[config.mk]
export PLATFORM = sky130hd
export DESIGN_NAME = tccw_addr_gen
export DESIGN_NICKNAME = d
export VERILOG_FILES = /design/src/sv/text_console_cell_writer_macros.svh /design/src/sv/tccw_pkg.sv /design/src/sv/tccw_addr_gen.sv
export SDC_FILE = /design/constraint.sdc
export NUM_CORES = 1
export LEC_CHECK = 0
export BUFFER_PORTS_ARGS = -buffer_cell sky130_fd_sc_hd__buf_4
export CAP_MARGIN = 40
export CORE_MARGIN = 2
export CORE_UTILIZATION = 40
export CTS_BUF_LIST = sky130_fd_sc_hd__clkbuf_4
export DETAILED_ROUTE_END_ITERATION = 8
export SYNTH_ARGS = -nofsm -noshare
export SYNTH_HDL_FRONTEND = slang
export SYNTH_SLANG_ARGS = --single-unit
export TNS_END_PERCENT = 10
[constraint.sdc]
create_clock -name clk_i -period 13 [get_ports clk_i]
set_input_delay 1.3 -clock clk_i [delete_from_list [all_inputs] [get_ports clk_i]]
set_output_delay 1.3 -clock clk_i [all_outputs]
set_load 0.005 [all_outputs]
[src/sv/text_console_cell_writer_macros.svh]
// Assertion macros for the text console cell writer
`ifndef TEXT_CONSOLE_CELL_WRITER_MACROS_SVH
`define TEXT_CONSOLE_CELL_WRITER_MACROS_SVH

// implication checked on every clock edge outside reset
`define TCCW_ASSERT(lbl, prop, msg) \
  lbl: assert property (@(posedge clk_i) disable iff (!rst_ni) prop) else $error(msg);

// condition checked on every clock edge outside reset
`define TCCW_ASSERT_NEVER(lbl, cond, msg) \
  lbl: assert property (@(posedge clk_i) disable iff (!rst_ni) !(cond)) else $error(msg);

`endif

[src/sv/tccw_pkg.sv]
// Package: types and constants of the text console cell writer
`timescale 1ns / 1ps
`default_nettype none
package tccw_pkg;

  localparam int unsigned COORD_W = 7;
  localparam int unsigned OUT_W   = 6;
  localparam int unsigned CHAR_W  = 8;
  localparam int unsigned ADDR_W  = 2 * COORD_W;
  localparam int unsigned RUN_W   = 16;

  typedef logic [COORD_W-1:0] coord_t;
  typedef logic [CHAR_W-1:0]  char_t;

  localparam char_t CH_BACKSPACE = 8'd8;
  localparam char_t CH_NEWLINE   = 8'd10;
  localparam char_t CH_SPACE     = 8'd32;

  localparam logic [RUN_W-1:0] RUN_MAX = 16'hFFFF;

  localparam coord_t RST_ROW_LENGTH = 7'd64;
  localparam coord_t RST_ROW_COUNT  = 7'd48;

  localparam logic CFG_ROW_LENGTH = 1'b0;
  localparam logic CFG_ROW_COUNT  = 1'b1;

  localparam logic REQ_WRITE = 1'b0;
  localparam logic REQ_READ  = 1'b1;

  localparam logic [1:0] STAT_OK       = 2'd0;
  localparam logic [1:0] STAT_BS_IGN   = 2'd1;
  localparam logic [1:0] STAT_RD_RANGE = 2'd2;

  typedef enum logic [3:0] {
    ST_CLEAR,
    ST_IDLE,
    ST_START,
    ST_BASE,
    ST_RD_SCAN,
    ST_RD_LAST,
    ST_BS_WR,
    ST_WR_CLR,
    ST_WR_CHAR,
    ST_NL_CLR,
    ST_DONE
  } state_e;

endpackage
`default_nettype wire

[src/sv/tccw_addr_gen.sv]
// Shared cell address unit: registered row base plus column offset
`timescale 1ns / 1ps
`default_nettype none
module tccw_addr_gen (
  input  wire logic                        clk_i,
  input  wire tccw_pkg::coord_t            row_len_i,
  input  wire tccw_pkg::coord_t            line_i,
  input  wire tccw_pkg::coord_t            col_i,
  output logic [tccw_pkg::ADDR_W-1:0]      addr_o
);

  logic [tccw_pkg::ADDR_W-1:0] base_q;
  logic [tccw_pkg::ADDR_W-1:0] base_d;

  assign base_d = row_len_i * line_i;

  always_ff @(posedge clk_i) begin
    base_q <= base_d;
  end

  assign addr_o = base_q + tccw_pkg::ADDR_W'(col_i);

endmodule
`default_nettype wire

### After elaboration in Yosys (flattened, before gate mapping)

Cells that the tools add are included.

| word-level totals | value |
|---|---|
| bits of input ports | 22 |
| register bits | 14 |
| word-level logic and storage cells | 3 |
| output and inout port bits | 14 |

| cells by class | value |
|---|---|
| add/sub/neg operators | 1 |
| $mul | 1 |

Operators with widths:

| cell | number |
|---|---|
| adder 14 x 7 -> 14 bit | 1 |
| multiplier 7 x 7 -> 14 bit | 1 |

### Logic depth before layout (Yosys ltp)

| depth | value |
|---|---|
| word-level depth | 1 |
| mapped depth | 15 |
| gate-level depth less buffers | 15 |

### Worst setup path before layout

OpenSTA, ideal clock, no wires.

| timing path | value |
|---|---|
| path kind | input -> register |
| start point | input port line_i[3] |
| end point | register base_q[12] (netlist bit) |
| data required time | 12.881 ns |
| cell stages on the path | 15 |
| buffers on the path | 0 |
| slack | 8.029 ns |
| data arrival time | 4.852 ns |
| setup time | 0.119 ns |
| cells stage by stage | and2_1 -> fa_1 -> inv_1 -> fa_1 -> inv_1 -> fa_1 -> inv_1 -> fa_1 -> inv_1 -> ha_1 -> o21ai_1 -> o21ai_1 -> a2111oi_1 -> or3_1 -> xnor2_1 |

| on the way | value |
|---|---|
| word-level cells in the longest chain between the ends | 1 |

RTL lines:

| what | RTL line | RTL |
|---|---|---|
| start: declaration | tccw_addr_gen.sv:7 | `input wire tccw_pkg::coord_t line_i,` |
| multiplier 7 x 7 -> 14 bit | tccw_addr_gen.sv:15 | `assign base_d = row_len_i * line_i;` |
| via base_d (one bit) | tccw_addr_gen.sv:13 | `logic [tccw_pkg::ADDR_W-1:0] base_d;` |
| end signal: assignment | tccw_addr_gen.sv:18 | `base_q <= base_d;` |
| end: declaration | tccw_addr_gen.sv:12 | `logic [tccw_pkg::ADDR_W-1:0] base_q;` |

The timed path passes the listed nets, and every way through them passes these cells.

### Worst setup path after layout

Same ends and word-level chain as after synthesis.

==> qor.yml <==
wl_mm: 4.06
drive_gt1_frac: 0.145
slew-limit-headroom: 0.735
largest_register_ffs: 14
largest-register: "base_q"
num_vias: 1678
drc: 0
reg_top3: "base_q (14)"
ys_seq_area_frac: 0.127
synthTopCellsByCount: "ha_1, and2_1, fa_1, nand2_1, inv_1"
antennaDiodeCount: 0
vias_per_cell: 4.85
dieWidth_um: 78.2
outcome: "finished clean"
slowest_stage: "fa_1"
max_freq_mhz: 202
yosys.area.top_type: "fa_1"
synth_enable_flop_cells: 0
grt_setup_unrepaired: "false"
cp-startpoint: "line_i[3]"
core-area_sq_mm: 0.00520
final_cells: 346
postSynthCellCount: 238
vdd_drop_max_mv: 0.0599
cts_setup_buffers: 0
max_cap_violations: 0
antenna_found_initial: 0
placedCellCount: 343
wl_per_cell_um: 11.7
finalPower_mw: 0.357
synth_area_leaders: "fa_1, ha_1, dfxtp_1"
netlist_area_sq_mm: 0.00220
dpl.hpwl_mm: 3.57
yosysTopAreaCellShare: 0.228
ys_types: 31
grt_max_degree: 9
cts_root_buf: "clkbuf_4"
drt_iter0_drc: 32
cts_max_path_buffers: 2
tns_ps: 0
yosysMostFrequentCell: "ha_1"
cts_tree: "done"
setup.worst_path.end: "base_q[12]"
p_leak_nw: 1.30
synth_flop_cell: "dfxtp_1"
post-route-util: 0.494
crit_path_max_incr_delay_ps: 530
gp_congestion: 0.764
end_kind: "flip-flop"
hold_violations: 0
setup_violations: 0
avgSynthCellArea_sq_um: 9.24
io_pins: 36
finalCritPeriodShare: 0.382
area_growth_pct: 17.0
fin_crit_ps: 4960
tightest_slew_ps: 396
final_nets: 364
slew_viol_final: 0
start_util: 0.423
hold_path_class: "input pin to flip-flop"
cts-resized-gates: 0
firstDrtPassIters: 4
ys_ff_latch: 14
start_kind: "input pin"
cp_max_fo: 7
die-area_sq_mm: 0.00611
cp.required_ps: 13160
crit_chain: "buf_4 > and2_1 > fa_1 > inv_1 > fa_1 > inv_1 > fa_1 > inv_1 > fa_1 > inv_1 > ha_1 > o21ai_1 > o21ai_1 > a2111oi_1 > or3_1 > xnor2_1"
die_h_um: 78.2
powerDensity_mw_per_mm2: 139
rows: 26
critPathArrivalTime_ps: 5120
detail-route-antenna-nets: 0
grt_pass1_vias: 1638
ys_warn_count: 0
port_buffers: 35
cts.clk_slew.worst_paths_ps: 70
grt_overflow: 0
cts_sinks: 14
ys_async_sr_fraction: 0
grt_pass1_wl_mm: 7.10
synth_fp_nets: 324
cts_max_level: 1
grt_usage: 0.142
cts_buffers: 3
crit_type: "input pin to flip-flop"
hold_buffers: 0
cells by family after synthesis:
kind of cell	count (synthesis)	synth area share
DFF	14	0.127
buffers and inverters	21	0.0358
adders and majority gates	64	0.449
and+or+nand+nor	79	0.184
xor gates and xnor gates	18	0.0717
AOI/OAI and AO/OA	42	0.131
layer usage:
metal	vias up	GRT usage	wire, um
met4	0	0.0316	32
met5	-	0	0
li1	875	-	-
met3	2	0.0138	106
met1	777	0.192	1870
met2	24	0.248	2050
through the flow:
stage | hold WS, ps | worst slack (ps) | area (sq um)
2_1_floorplan | 1420 | 8030 | 2200
3_3_place_gp | 1570 | 7780 | 2550
3_5_place_dp | 1570 | 7740 | 2550
4_1_cts | 1280 | 8030 | 2570
5_1_grt | 1300 | 7850 | 2570
6_report | 1290 | 8040 | 2570
where the power goes:
group / switching, mW / leakage (nW) / internal [mW]
Sequential: 0.00914 / 0.118 / 0.0616
Clock: 0.0117 / 0.0138 / 0.0107
Combinational: 0.129 / 1.17 / 0.135
Total: 0.149 / 1.30 / 0.207
worst min-delay path by stage:
stage / slack [ps] / start / end / depth (start not counted)
3_5_place_dp: 1570 / line_i[0] / base_q[0] / 2
3_3_place_gp: 1570 / line_i[0] / base_q[0] / 2
2_1_floorplan: 1420 / line_i[0] / base_q[0] / 1
4_1_cts: 1280 / line_i[0] / base_q[0] / 2
6_report: 1290 / line_i[0] / base_q[0] / 2
5_1_grt: 1300 / line_i[0] / base_q[0] / 2
worst max-delay path: cells and delay by family:
family	cells	cell delay [ps]
AOI/OAI and AO/OA	3	400
xor gates and xnor gates	1	130
adders and majority gates	5	2410
buffers and inverters	5	320
and+or+nand+nor	2	560
placed cells by master (no fill, tap or decap), types with 2 or more instances in the layout:
master	n
a211oi_1	3
a21boi_1	3
a21o_1	3
a21oi_1	10
and2_1	36
and3_1	2
buf_4	35
clkbuf_4	3
dfxtp_1	14
fa_1	25
ha_1	39
inv_1	21
nand2_1	22
nand3_1	3
nor2_1	12
nor2b_1	2
o21a_1	3
o21ai_0	2
o21ai_1	6
o21ba_1	3
xnor2_1	12
xor2_1	6
layout make-up:
class	instances	area (sq um)
sequential	14	280
timing repair buffer	35	263
inverter	21	78.8
tap	70	87.6
fill	527	2630
multi-input combinational	203	1840
clock buffer	3	22.5
No activity file was read; power rests on OpenSTA's default activity.
